--- config.mk ---
export PLATFORM = sky130hd
export DESIGN_NAME = base64_quad_decoder
export DESIGN_NICKNAME = d
export VERILOG_FILES = /design/src/design/b64qd_pkg.sv /design/src/design/b64qd_lane.sv /design/src/design/b64qd_merge.sv /design/src/design/base64_quad_decoder.sv
export SDC_FILE = /design/constraint.sdc
export NUM_CORES = 1
export LEC_CHECK = 0
export BUFFER_PORTS_ARGS = -buffer_cell sky130_fd_sc_hd__buf_2
export CORE_UTILIZATION = 53
export DETAILED_ROUTE_END_ITERATION = 12
export PLACE_DENSITY = 0.72
export REMOVE_ABC_BUFFERS = 1
export SYNTH_ARGS = -nofsm -noshare
export SYNTH_HDL_FRONTEND = slang
export SYNTH_SLANG_ARGS = --single-unit
--- constraint.sdc ---
create_clock -name clk_i -period 5.8 [get_ports clk_i]
set_input_delay 0.87 -clock clk_i [delete_from_list [all_inputs] [get_ports clk_i]]
set_output_delay 0.87 -clock clk_i [all_outputs]
set_load 0.01 [all_outputs]
--- src/design/b64qd_pkg.sv ---
// b64qd_pkg: shared types, constants and the character decode function
// for the base64 quad decoder. No dependencies.
package b64qd_pkg;

  localparam int unsigned LANES      = 4;
  localparam int unsigned CNT_W      = 3;
  localparam logic [7:0]  PAD_CHAR   = 8'h3D;  // '='
  localparam logic [7:0]  PLUS_CHAR  = 8'h2B;  // '+'
  localparam logic [7:0]  SLASH_CHAR = 8'h2F;  // '/'

  // Per-lane classification of one character.
  typedef struct packed {
    logic [5:0] sextet;
    logic       pad;
    logic       bad;
  } lane_t;

  // One result transfer.
  typedef struct packed {
    logic [7:0] byte0;
    logic [7:0] byte1;
    logic [7:0] byte2;
    logic [1:0] byte_count;
    logic       bad_input;
    logic       message_end;
  } res_t;

  // Sextet value of an alphabet character; valid flag low when outside it.
  function automatic logic [6:0] sextet_of(input logic [7:0] ch);
    logic [7:0] t;
    t = 8'd0;
    if (ch inside {[8'h41:8'h5A]}) begin
      t = ch - 8'h41;
      return {1'b1, t[5:0]};
    end else if (ch inside {[8'h61:8'h7A]}) begin
      t = ch - 8'd71;
      return {1'b1, t[5:0]};
    end else if (ch inside {[8'h30:8'h39]}) begin
      t = ch + 8'd4;
      return {1'b1, t[5:0]};
    end else if (ch == PLUS_CHAR) begin
      return {1'b1, 6'd62};
    end else if (ch == SLASH_CHAR) begin
      return {1'b1, 6'd63};
    end
    return 7'd0;
  endfunction

endpackage

--- src/design/b64qd_lane.sv ---
// b64qd_lane: classifies one character of the group (sextet, pad, bad).
// Depends on b64qd_pkg.
module b64qd_lane (
  input  logic [7:0]       char_i,
  output b64qd_pkg::lane_t lane_o
);
  import b64qd_pkg::*;

  logic [6:0] dec;

  always_comb begin
    dec           = sextet_of(char_i);
    lane_o.pad    = (char_i == PAD_CHAR);
    lane_o.sextet = dec[5:0];
    lane_o.bad    = ~dec[6] & ~lane_o.pad;
  end

endmodule

--- src/design/b64qd_merge.sv ---
// b64qd_merge: combines the lane results into bytes and a count, and keeps
// the sticky pad and error flags. Depends on b64qd_pkg.
module b64qd_merge (
  input  logic                     clk_i,
  input  logic                     rst_ni,
  input  logic                     accept_i,
  input  b64qd_pkg::lane_t [3:0]   lanes_i,
  input  logic [2:0]               char_count_i,
  input  logic                     last_group_i,
  output b64qd_pkg::res_t          res_o
);
  import b64qd_pkg::*;

  logic       pad_q, pad_d;
  logic       err_q, err_d;
  logic       run;
  logic       hit_pad, hit_bad;
  logic [2:0] dec;
  logic [1:0] nbytes;
  logic       err_now;
  logic [5:0] v [LANES];

  always_comb begin
    run     = ~pad_q & ~err_q;
    dec     = 3'd0;
    hit_pad = 1'b0;
    hit_bad = 1'b0;
    for (int i = 0; i < LANES; i++) begin
      v[i] = 6'd0;
      if (run && (char_count_i > CNT_W'(i))) begin
        if (lanes_i[i].pad) begin
          hit_pad = 1'b1;
          run     = 1'b0;
        end else if (lanes_i[i].bad) begin
          hit_bad = 1'b1;
          run     = 1'b0;
        end else begin
          v[i] = lanes_i[i].sextet;
          dec  = dec + 3'd1;
        end
      end else begin
        run = 1'b0;
      end
    end

    err_now = err_q | hit_bad;
    nbytes  = (dec >= 3'd2 && !err_now) ? 2'(dec - 3'd1) : 2'd0;

    res_o.byte0       = (nbytes >= 2'd1) ? {v[0], v[1][5:4]} : 8'd0;
    res_o.byte1       = (nbytes >= 2'd2) ? {v[1][3:0], v[2][5:2]} : 8'd0;
    res_o.byte2       = (nbytes == 2'd3) ? {v[2][1:0], v[3]} : 8'd0;
    res_o.byte_count  = nbytes;
    res_o.bad_input   = err_now;
    res_o.message_end = last_group_i;

    // flags clear once the final group of a message is through
    pad_d = pad_q;
    err_d = err_q;
    if (accept_i) begin
      pad_d = last_group_i ? 1'b0 : (pad_q | hit_pad);
      err_d = last_group_i ? 1'b0 : err_now;
    end
  end

  always_ff @(posedge clk_i or negedge rst_ni) begin
    if (!rst_ni) begin
      pad_q <= 1'b0;
      err_q <= 1'b0;
    end else begin
      pad_q <= pad_d;
      err_q <= err_d;
    end
  end

endmodule

--- src/design/base64_quad_decoder.sv ---
// base64_quad_decoder: top level; four decode lanes, a merge stage with the
// sticky flags, and an output register backed by a skid register.
// Depends on b64qd_pkg, b64qd_lane, b64qd_merge.
//
//  channel | signals                           | direction
//  --------+-----------------------------------+----------
//  input   | in_valid_i, in_stall_o, char0_i.. | in
//          | char3_i, char_count_i, last_group_i
//  output  | out_valid_o, out_stall_i, byte0_o | out
//          | ..byte2_o, byte_count_o, bad_input_o, message_end_o
//
// One group per cycle while in_stall_o is low; results are registered in the
// output or skid register. The four lanes decode in parallel and the merge
// stage resolves the first pad or invalid character in the same cycle.
// Reset clears the sticky flags and both output registers' valid bits.
// in_stall_o rises only when the skid register is full, so one more group
// is taken while a result waits on a stalled output.
module base64_quad_decoder (
  input  logic       clk_i,
  input  logic       rst_ni,
  input  logic       in_valid_i,
  output logic       in_stall_o,
  input  logic [7:0] char0_i,
  input  logic [7:0] char1_i,
  input  logic [7:0] char2_i,
  input  logic [7:0] char3_i,
  input  logic [2:0] char_count_i,
  input  logic       last_group_i,
  output logic       out_valid_o,
  input  logic       out_stall_i,
  output logic [7:0] byte0_o,
  output logic [7:0] byte1_o,
  output logic [7:0] byte2_o,
  output logic [1:0] byte_count_o,
  output logic       bad_input_o,
  output logic       message_end_o
);
  import b64qd_pkg::*;

  lane_t [3:0] lanes;
  logic  [7:0] chars [LANES];
  res_t        res_new;
  res_t        out_q, out_d;
  res_t        skid_q, skid_d;
  logic        out_v_q, out_v_d;
  logic        skid_v_q, skid_v_d;
  logic        accept;
  logic        out_free;

  assign chars[0] = char0_i;
  assign chars[1] = char1_i;
  assign chars[2] = char2_i;
  assign chars[3] = char3_i;

  for (genvar g = 0; g < LANES; g++) begin : g_lane
    b64qd_lane u_lane (
      .char_i (chars[g]),
      .lane_o (lanes[g])
    );
  end

  b64qd_merge u_merge (
    .clk_i        (clk_i),
    .rst_ni       (rst_ni),
    .accept_i     (accept),
    .lanes_i      (lanes),
    .char_count_i (char_count_i),
    .last_group_i (last_group_i),
    .res_o        (res_new)
  );

  // input transfer whenever the skid slot is empty
  assign in_stall_o = skid_v_q;
  assign accept     = in_valid_i & ~skid_v_q;
  // output register is free when empty or being taken this cycle
  assign out_free   = ~out_v_q | ~out_stall_i;

  always_comb begin
    out_d    = out_q;
    out_v_d  = out_v_q;
    skid_d   = skid_q;
    skid_v_d = skid_v_q;
    if (out_free) begin
      // skid holds the older result; it drains first
      out_d    = skid_v_q ? skid_q : res_new;
      out_v_d  = skid_v_q | accept;
      skid_v_d = 1'b0;
    end else if (accept) begin
      skid_d   = res_new;
      skid_v_d = 1'b1;
    end
  end

  always_ff @(posedge clk_i or negedge rst_ni) begin
    if (!rst_ni) begin
      out_v_q  <= 1'b0;
      skid_v_q <= 1'b0;
    end else begin
      out_v_q  <= out_v_d;
      skid_v_q <= skid_v_d;
    end
  end

  always_ff @(posedge clk_i) begin
    out_q  <= out_d;
    skid_q <= skid_d;
  end

  assign out_valid_o   = out_v_q;
  assign byte0_o       = out_q.byte0;
  assign byte1_o       = out_q.byte1;
  assign byte2_o       = out_q.byte2;
  assign byte_count_o  = out_q.byte_count;
  assign bad_input_o   = out_q.bad_input;
  assign message_end_o = out_q.message_end;

endmodule
Yosys cells after proc, flatten, opt, wreduce, memory -nomap -nowiden:

Cells that the tools add are included.

* add/sub/neg operators: 16
* eq/ne operators: 13
* reduce and logical (&&, ||, !) cells: 20
* muxes and demuxes: 106
* bitwise operators: 24
* magnitude comparators: 31

Operators by type and width (number)
* $mux 7: 24
* $eq 8x6->1 const B: 12
* $mux 6: 12
* $ge 8x7->1 const B: 8
* $le 8x7->1 const B: 8
* $mux 1: 54
* $mux 3: 11
* $ge 8x6->1 const B: 4
* $le 8x6->1 const B: 4
* $mux 28: 1
* $add 6x3->6 const B: 4
* $mux 8: 3
* $sub 6x1->6 const B: 4
* $sub 6x3->6 const B: 4
* $logic_and 1x1->1: 17
* $not 1->1: 14
* $add 3x1->3 const B: 3
* $and 1x1->1: 6
* $gt 3x1->1 const B: 2
* $gt 3x2->1 const B: 2
* $or 1x1->1: 4
* $ge 3x2->1 const B: 1
* $eq 2x2->1 const B: 1
* $ge 2x1->1 const B: 1
* 6 further kinds: 6

* output and inout port bits: 30
* logic and storage cells: 226
* register bits: 60

Depth between registers and ports, before layout:

Gate-level depths: netlist of run 1.

* word-level depth: 30
* mapped depth: 24
* depth with buffers taken out: 22

Cells and area by module:

From an unflattened synthesis of run 1, not the netlist that was laid out.

* cell total of the unflattened synthesis: 545
* area, all modules: 5512.8 um^2

By module, submodules not included
* b64qd_lane: area each 609.3 um^2, cells each 82, seq. area each 0.0 um^2, times used 4
* base64_quad_decoder: area each 2245.9 um^2, cells each 95, seq. area each 1731.7 um^2, times used 1
* b64qd_merge: area each 829.5 um^2, cells each 122, seq. area each 50.0 um^2, times used 1

Worst setup path before layout of run 1:

No wires, ideal clock.

* path type: input to register
* start point: input char0_i[2]
* end point: register out_q, in the netlist byte0_o[2] (data pin)
* required time: 5.530 ns
* setup slack: 0.345 ns
* arrival: 5.185 ns
* cell stages on the path: 22
* library setup time: 0.270 ns
* buffers on the path: 1
* path through: buf_6 > inv_1 > ha_1 > nand2_1 > or2_2 > a311oi_2 > o21ai_0 > inv_1 > ha_1 > nor3_1 > nor2_1 > ha_1 > inv_1 > o21ai_0 > ha_1 > mux2i_1 > o21ai_0 > ha_1 > or3_1 > mux2i_1 > nand4b_2 > o31ai_1

* cells in the longest elaborated chain, start to end: 30
* elaborated cells between the ends (all ways): 76
* those cells by class: add/sub (4); order compare (8); eq/ne (3); mux (49); bitwise (4); reduce/logical (8)

RTL lines
* from (decl): RTL line base64_quad_decoder.sv:23 `input logic [7:0] char0_i,`
* branches (longest 28 deep; another with $ge 8x6->1)
* $mux 8 *: RTL line b64qd_merge.sv:49 `res_o.byte0 = (nbytes >= 2'd1) ? {v[0], v[1][5:4]} : 8'd0;`
* $mux 28 *: RTL line base64_quad_decoder.sv:85 `out_d = skid_v_q ? skid_q : res_new;`
* to (signal assigned): RTL line base64_quad_decoder.sv:105 `out_q <= out_d;`
* to (decl): RTL line base64_quad_decoder.sv:43 `res_t out_q, out_d;`

Mark *: on every way between the ends.
A chain may end at the register's enable or synchronous reset.

==> flow_summary.json, run 1 <==
{
  "avgSynthCellArea_um2": 9.014,
  "final_common_cell": "buf_2",
  "grt-ovfl-total": 0,
  "crit_top_cell": "ha_1",
  "slowest_delay_ns": 0.35,
  "synth_cells": 554,
  "min_period_ns": 5.483,
  "grt_pass1_vias": 4088,
  "num_rows": 35,
  "yosysWarnings": 0,
  "cts_max_level": 3,
  "area_growth_pct": 14.56,
  "max_slew_margin_pct": 40.61,
  "antenna_left": 0,
  "cap_violations": 0,
  "cp_cell_sequence": "buf_2, inv_1, ha_2, nand2_1, or2_2, a311oi_2, o21ai_1, inv_1, ha_1, nor3_1, nor2_1, ha_1, inv_1, o21ai_0, ha_1, mux2i_1, o21ai_1, ha_1, nor3_1, mux2_2, mux2i_4, nand2_2, buf_4, nor4b_1",
  "io_buffers": 69,
  "setup_tns_ns": 0,
  "async_reset_ff_share_pct": 6.667,
  "num_vias": 4508,
  "clock-sinks": 60,
  "drive_above_1_share_pct": 19.55,
  "antenna_found_initial": 0,
  "clk_path_buf_depth": 2,
  "ir_worst_vdd_mv": 0.1594,
  "setup_viol": 0,
  "fmax_mhz": 182.4,
  "critPathLaunchType": "primary input",
  "tightest_slew_ns": 0.8887,
  "synthFlopType": "edfxtp_1",
  "grt_pass1_wl_um": 19790,
  "grtUsageTotal_pct": 25.24,
  "worstPathArrival_ns": 5.64,
  "worst-setup-path-type": "primary input to flop",
  "fin_skew_ns": 0.007499,
  "wl_per_cell_um": 16.56,
  "ys_types": 79,
  "holdWs_ns": 0.3284,
  "crit_family": "adder cells",
  "clock-root-buffer": "clkbuf_8",
  "critPathRequiredTime_ns": 5.95,
  "finalPower_w": 0.001228,
  "antenna-diode-count": 0,
  "finish.utilization_pct": 62.20,
  "drt-total-wl_um": 12260,
  "clock_latency_ns": 0.34,
  "grt_max_degree": 45,
  "synth_enable_flop_cells": 56,
  "first_pass_iters": 5,
  "multi_input_area_um2": 2994,
  "final_cell_mix": "69 x buf_2, 66 x nand2_1, 56 x edfxtp_1, 40 x nor2_1, 39 x ha_1",
  "hpwl_um": 8929,
  "cp-end-kind": "flop",
  "cts_buffers": 9,
  "ys_ff_latch": 60,
  "path_clk_slew_ns": 0.07,
  "die_h_um": 99.07,
  "stdcell_area_um2": 5720,
  "viasPerCell": 6.092,
  "crit_buf_inv": 5,
  "gp_congestion": 0.9679,
  "syn_area_um2": 4994,
  "status": "finished clean",
  "yosysSeqAreaShare_pct": 35.68,
  "min_path_type": "primary input to async pin",
  "ios": 70,
  "drt_iter0_markers": 261,
  "slowest_stage": "a311oi_2",
  "core_area_um2": 9196,
  "final_nets": 704,
  "leakagePower_nw": 2.329,
  "fin_crit_sh_pct": 94.54,
  "seq_area_um2": 1782,
  "dieArea_um2": 9814,
  "n_fill_cell": 787,
  "fp.dieW_um": 99.07,
  "cts_tree": "done",
  "hold_viol_final": 0,
  "place_area_um2": 5455,
  "power_density_nw_per_um2": 214.7,
  "maxSlewViolCount": 0,
  "initial_core_util_pct": 54.30,
  "drc_errors": 0,
  "cp_max_fo": 15
}
what timing repair did:
item / in CTS / in global routing
gates resized for setup: 0 / 6
buffers inserted: 0 / 1
setup endpoints to repair: 0 / 32
endpoints found under the hold margin: 0 / 0
hold buffers: 0 / 0
synth_stat cells (all sizes together) (11+ instances only):
master,n,area [µm²]
o211ai,11,82.58
buf,11,72.56
ha,40,500.5
nor2b,13,81.33
o31ai,17,137.6
nor2,41,153.9
or3,11,68.82
edfxtp,56,1682
clkbuf,12,47.55
o21ai,36,180.2
nand2,67,254.0
nand3,23,127.6
inv,35,131.4
nor3,21,105.1
a21oi,23,115.1
metrics by stage:
stage          std cells  setup slack [ns]
2_1_floorplan        531            0.4439
3_3_place_gp         723            0.2161
3_5_place_dp         723          -0.03929
4_1_cts              739            0.2758
5_1_grt              740          -0.02120
6_report             740            0.3165
metal layers:
layer  vias to the layer above  track usage (%)  routed length [µm]
li1                       2230                -                   -
met1                      2130            33.98                5681
met2                       129            41.58                5849
met3                        19            4.255                 511
met4                         0            8.032                 214
met5                         -                0                   0
final timing paths:
check / slack, ns / to / start / depth (start not counted)
min reg2reg: 0.52 / u_merge.pad_q / u_merge.pad_q / 2
max: 0.32 / skid_q[20] / char0_i[2] / 24
max in group asynchronous: 5.34 / u_merge.err_q / rst_ni / 1
min: 0.33 / in_stall_o / rst_ni / 1
max reg2reg: 1.23 / skid_q[20] / u_merge.err_q / 20
min in group clk_i: 0.52 / u_merge.pad_q / u_merge.pad_q / 2
sequential cells by signal (all words and copies together), names as in the netlist:
name,count
bad_input_o,1
byte0_o,8
byte1_o,8
byte2_o,8
byte_count_o,2
in_stall_o,1
message_end_o,1
out_valid_o,1
skid_q,28
u_merge.err_q,1
u_merge.pad_q,1
area by class of cell:
class | count | share of cell area (%)
repair buffers | 82 | 7.743
multi-input cells | 436 | 52.34
clock inverters | 5 | 1.750
well taps | 111 | 2.428
clock buffers | 11 | 2.297
inverters | 35 | 2.297
flip-flops and latches | 60 | 31.15
power breakdown:
part	internal [W]	total, W	leakage [nW]	switching, W
Combinational	0.0000972	0.000267	1.60	0.000170
Clock	0.000284	0.000450	0.117	0.000165
Sequential	0.000502	0.000511	0.616	0.00000914
Total	0.000884	0.00123	2.33	0.000344
cell families after synthesis:
| kind of cell | after synthesis | synth area share, % |
|---|---|---|
| simple gates | 228 | 24.93 |
| mux | 8 | 1.779 |
| flops | 60 | 35.68 |
| xor+xnor | 8 | 1.403 |
| fa+ha+maj | 40 | 10.02 |
| compound gates | 152 | 21.15 |
| buf+inv | 58 | 5.036 |
No activity file was read; power rests on OpenSTA's default activity.
==> inputs of run 2 (changes only) <==
REMOVE_ABC_BUFFERS = default   (was 1)
==> run 2 against run 1 <==
Compared with the run above: first-iteration DRC count is 11% lower; combinational power hardly changed; register-to-register slack better by 0.12 ns; sequential cell count stayed put; critical path depth stayed put; clock power is 8.7% lower.
==> flow_summary.json, run 2 (same netlist as run 1, synthesis figures left out) <==
{
  "status": "finished clean",
  "clock_latency_ns": 0.33,
  "hold_viol_final": 0,
  "cts_buffers": 9,
  "slowest_delay_ns": 0.33,
  "grt_pass1_wl_um": 20050,
  "antenna_found_initial": 0,
  "path_clk_slew_ns": 0.07,
  "ios": 70,
  "leakagePower_nw": 2.335,
  "drive_above_1_share_pct": 19.94,
  "ir_worst_vdd_mv": 0.1724,
  "cts_tree": "done",
  "min_period_ns": 5.414,
  "final_nets": 707,
  "grtUsageTotal_pct": 25.28,
  "grt_max_degree": 32,
  "first_pass_iters": 5,
  "worst-setup-path-type": "primary input to flop",
  "critPathRequiredTime_ns": 5.96,
  "cap_violations": 0,
  "finalPower_w": 0.001194,
  "final_common_cell": "buf_2",
  "hpwl_um": 8853,
  "clk_path_buf_depth": 2,
  "setup_tns_ns": 0,
  "drc_errors": 0,
  "pwr-share-clk_pct": 34.4,
  "min_path_type": "primary input to async pin",
  "clock-root-buffer": "clkbuf_8",
  "drt_iter0_markers": 233,
  "grt_setup_unrepaired": "false",
  "finish.utilization_pct": 62.23,
  "fmax_mhz": 184.7,
  "initial_core_util_pct": 54.30,
  "num_vias": 4582,
  "wl_per_cell_um": 16.41,
  "netSwitchingPower_w": 0.0003383,
  "seq_power_share_pct": 43.1,
  "viasPerCell": 6.167,
  "p_comb_share_pct": 22.5,
  "die_h_um": 99.07,
  "antenna_left": 0,
  "power_density_nw_per_um2": 208.7,
  "setup_viol": 0,
  "maxSlewViolCount": 0,
  "top_register": "skid_q",
  "gp_congestion": 0.9161,
  "io_buffers": 69,
  "stdcell_area_um2": 5723,
  "num_rows": 35,
  "place_ws_ns": 0.03016,
  "area_growth_pct": 14.61,
  "dieArea_um2": 9814,
  "crit_family": "adder cells",
  "critPathLaunchType": "primary input",
  "fin_crit_sh_pct": 93.35,
  "final_cell_mix": "69 x buf_2, 65 x nand2_1, 56 x edfxtp_1, 40 x nor2_1, 40 x ha_1",
  "worst_slack_ns": 0.3858,
  "postCtsSetupRepairBufs": 0,
  "grt-ovfl-total": 0,
  "slowest_stage": "ha_1",
  "antenna-diode-count": 0,
  "r2r_setup_slack_ns": 1.35,
  "fp.dieW_um": 99.07,
  "cts_max_level": 3,
  "synthesis.nets": 634,
  "drt-total-wl_um": 12190,
  "swShare_pct": 28.33,
  "place_area_um2": 5480,
  "max_slew_margin_pct": 46.93,
  "crit_buf_inv": 5,
  "tightest_slew_ns": 0.7925,
  "largest_reg_flops": 28,
  "crit_top_cell": "ha_1",
  "grt_pass1_vias": 4210,
  "fin_skew_ns": 0.009988,
  "worstPathArrival_ns": 5.57,
  "intPower_w": 0.0008560,
  "cp_cell_sequence": "buf_2, inv_1, ha_1, nor2b_1, o21ai_0, a21bo_2, o21ai_0, inv_1, ha_1, nor3_2, nor2_1, ha_1, inv_1, o21ai_0, ha_1, mux2i_1, o21ai_0, ha_1, nor3_1, mux2_2, mux2i_4, nand2_2, buf_4, o31ai_2",
  "cp-end-kind": "flop",
  "core_area_um2": 9196,
  "clock-sinks": 60,
  "cp_max_fo": 9
}
run 2: per-stage QoR:
| stage | instances | hold slack [ns] |
|---|---|---|
| global placement | 727 | 0.5022 |
| detailed placement | 727 | 0.5096 |
| global route | 743 | 0.3214 |
| floorplan | 554 | 0.4669 |
| CTS | 743 | 0.3208 |
| finish | 743 | 0.3331 |
run 2: worst paths after layout:
| kind | start | to | depth (start not counted) |
|---|---|---|---|
| worst max register to register | u_merge.err_q | byte2_o[4] | 20 |
| min in group clk_i | skid_q[6] | byte2_o[2] | 2 |
| worst max-delay path | char0_i[0] | byte2_o[4] | 24 |
| max in group asynchronous | rst_ni | u_merge.err_q | 1 |
| worst min register to register | skid_q[6] | byte2_o[2] | 2 |
| worst min-delay path | rst_ni | in_stall_o | 1 |
run 2: what timing repair did:
action,in CTS,in global routing
setup endpoints to repair,0,19
hold endpoints to repair,0,0
hold buffers,0,0
resized for setup,0,4
run 2: power by group through the flow:
stage	Clock, W	Sequential, W	Combinational (W)
floorplan	0	0.000530	0.000161
global placement	0	0.000524	0.000256
detailed placement	0	0.000524	0.000262
CTS	0.000420	0.000515	0.000263
global route	0.000436	0.000517	0.000298
finish	0.000411	0.000515	0.000269
run 2: layout make-up:
cell class / instances / area, µm²
Clock buffer: 12 / 145.1
Clock inverter: 4 / 72.57
Fill cell: 793 / 3473
Inverter: 35 / 131.4
Multi-Input combinational cell: 436 / 2988
Sequential cell: 60 / 1782
Tap cell: 111 / 138.9
Timing Repair Buffer: 85 / 465.4
run 2: layer usage:
layer / GRT usage, % / part of all wire (%) / up-vias
met4: 6.787 / 0.91 / 0
met1: 36.22 / 46 / 2187
met2: 40.02 / 48 / 147
met3: 3.830 / 5.0 / 12
met5: 0 / 0 / -
li1: - / - / 2236
==> inputs of run 3 (changes only) <==
clock period = 6 ns   (was 5.8 ns; I/O delays follow)
==> run 3 against run 2 <==
Compared with the run above: sequential cell count unchanged; final cell count decreased by 0.94%; clock-buffer cell count decreased by 1; die area unchanged; global-route usage increased by 0.52 points; hold slack improved by 0.014 ns; largest cell class unchanged.
==> flow_summary.json, run 3 (same netlist as run 1, synthesis figures left out) <==
{
  "hpwl_um": 8884,
  "final_cell_mix": "69 x buf_2, 65 x nand2_1, 56 x edfxtp_1, 40 x nor2_1, 40 x ha_1",
  "maxSlewViolCount": 0,
  "cap_violations": 0,
  "leakagePower_nw": 2.303,
  "tightest_slew_ns": 0.8776,
  "multi_input_area_um2": 2995,
  "die_h_um": 99.07,
  "drt_iter0_markers": 293,
  "slowest_stage": "a311oi_2",
  "worst_slack_ns": 0.4258,
  "clock-root-buffer": "clkbuf_8",
  "status": "finished clean",
  "holdBufCountCts": 0,
  "max_slew_margin_pct": 41.22,
  "largest_reg_flops": 28,
  "grt_pass1_vias": 4322,
  "cts_buffers": 9,
  "drc_errors": 0,
  "cp-end-kind": "flop",
  "grt-ovfl-total": 0,
  "initial_core_util_pct": 54.30,
  "power_density_nw_per_um2": 195.2,
  "critPathLaunchType": "primary input",
  "antenna_found_initial": 0,
  "r2r-end": "skid_q[18]",
  "io_buffers": 69,
  "final_nets": 700,
  "finalPower_w": 0.001102,
  "grt_pass1_wl_um": 20290,
  "fin_skew_ns": 0.008557,
  "core_area_um2": 9196,
  "worstPathArrival_ns": 5.73,
  "wl_per_cell_um": 16.60,
  "viasPerCell": 6.160,
  "clock_latency_ns": 0.34,
  "seq_area_um2": 1782,
  "fin_crit_sh_pct": 92.90,
  "cts_resized": 0,
  "setup_viol": 0,
  "hold_viol_final": 0,
  "n_fill_cell": 787,
  "stdcell_area_um2": 5644,
  "cts_tree": "done",
  "synthesis.nets": 634,
  "drive_above_1_share_pct": 19.04,
  "postCtsSetupRepairBufs": 0,
  "first_pass_iters": 9,
  "place_area_um2": 5428,
  "top_register": "skid_q",
  "cts_max_level": 3,
  "min_path_type": "primary input to async pin",
  "crit_top_cell": "ha_1",
  "r2r_start": "u_merge.err_q",
  "clk_path_buf_depth": 2,
  "grtUsageTotal_pct": 25.80,
  "place_ws_ns": -0.04539,
  "final_common_cell": "buf_2",
  "area_growth_pct": 13.03,
  "critPathRequiredTime_ns": 6.16,
  "min_period_ns": 5.574,
  "grt_max_degree": 34,
  "worst-setup-path-type": "primary input to flop",
  "clock-sinks": 60,
  "fmax_mhz": 179.4,
  "dieArea_um2": 9814,
  "cp_cell_sequence": "buf_2, inv_1, ha_1, nand2_1, or2_2, a311oi_2, o21ai_1, inv_1, ha_1, nor3_1, nor2_1, ha_1, inv_1, o21ai_0, ha_1, mux2i_1, o21ai_0, ha_1, nor3_1, mux2_2, mux2i_4, nand3_1, buf_4, nor3_1",
  "slowest_delay_ns": 0.33,
  "path_clk_slew_ns": 0.07,
  "rr_worst_depth": 20,
  "setup_tns_ns": 0,
  "num_vias": 4534,
  "antenna-diode-count": 0,
  "crit_buf_inv": 5,
  "num_rows": 35,
  "ir_worst_vdd_mv": 0.1722,
  "antenna_left": 0,
  "grt_setup_unrepaired": "false",
  "fp.dieW_um": 99.07,
  "cp_max_fo": 12,
  "path_depth": 24,
  "drt-total-wl_um": 12220,
  "crit_family": "adder cells",
  "ios": 70,
  "r2r_setup_slack_ns": 1.36,
  "gp_congestion": 0.9657
}
run 3: cell count changes in the layout (fill, tap and decap cells not counted), sizes merged:
cell | before | now
buf | 85 | 78
clkinv | 1 | 3
bufinv | 2 | 1
clkbuf | 12 | 11
run 3: layout make-up:
class | count | share of cell area (%)
Multi-Input combinational cell | 436 | 53.07
Sequential cell | 60 | 31.57
Timing Repair Buffer | 78 | 7.315
Tap cell | 111 | 2.461
Clock buffer | 11 | 2.328
Inverter | 35 | 2.328
Clock inverter | 5 | 0.9311
run 3: power breakdown:
| group | internal [W] | switching [W] |
|---|---|---|
| Sequential | 0.000485 | 0.0000121 |
| Combinational | 0.0000912 | 0.000163 |
| Clock | 0.000190 | 0.000160 |
| Total | 0.000766 | 0.000335 |
run 3: worst max path at each step:
stage | end | start
floorplan | byte0_o[2] | char0_i[2]
global placement | byte0_o[7] | char0_i[2]
detailed placement | byte0_o[3] | char0_i[2]
CTS | byte0_o[7] | char0_i[2]
global route | byte1_o[7] | char0_i[2]
finish | skid_q[18] | char0_i[2]
run 3: routing by layer:
metal / vias up / wire length (µm) / track usage, %
li1: 2219 / - / -
met1: 2141 / 5573 / 34.74
met2: 147 / 5805 / 41.85
met3: 27 / 561 / 4.610
met4: 0 / 275 / 9.276
met5: - / 0 / 0
run 3: through the flow:
stage	utilization (%)	hold WS [ns]	cells
detailed placement	59.02	0.5126	720
CTS	61.02	0.3436	736
global placement	59.02	0.5004	720
finish	61.37	0.3472	736
floorplan	-	0.4669	554
global route	61.37	0.3398	736
run 3: worst register-to-register path: stages, from the launching register on:
cell and delay (ns):
dfrtp_1 0.46, a2111o_1 0.49, inv_1 0.09, o21ai_1 0.13, inv_1 0.18, ha_1 0.27, nor3_1 0.24, nor2_1 0.12
ha_1 0.34, inv_1 0.07, o21ai_0 0.09, ha_1 0.30, mux2i_1 0.07, o21ai_0 0.18, ha_1 0.22, nor3_1 0.07
mux2_2 0.30, mux2i_4 0.27, nand3_1 0.12, buf_4 0.23, nor3_1 0.24
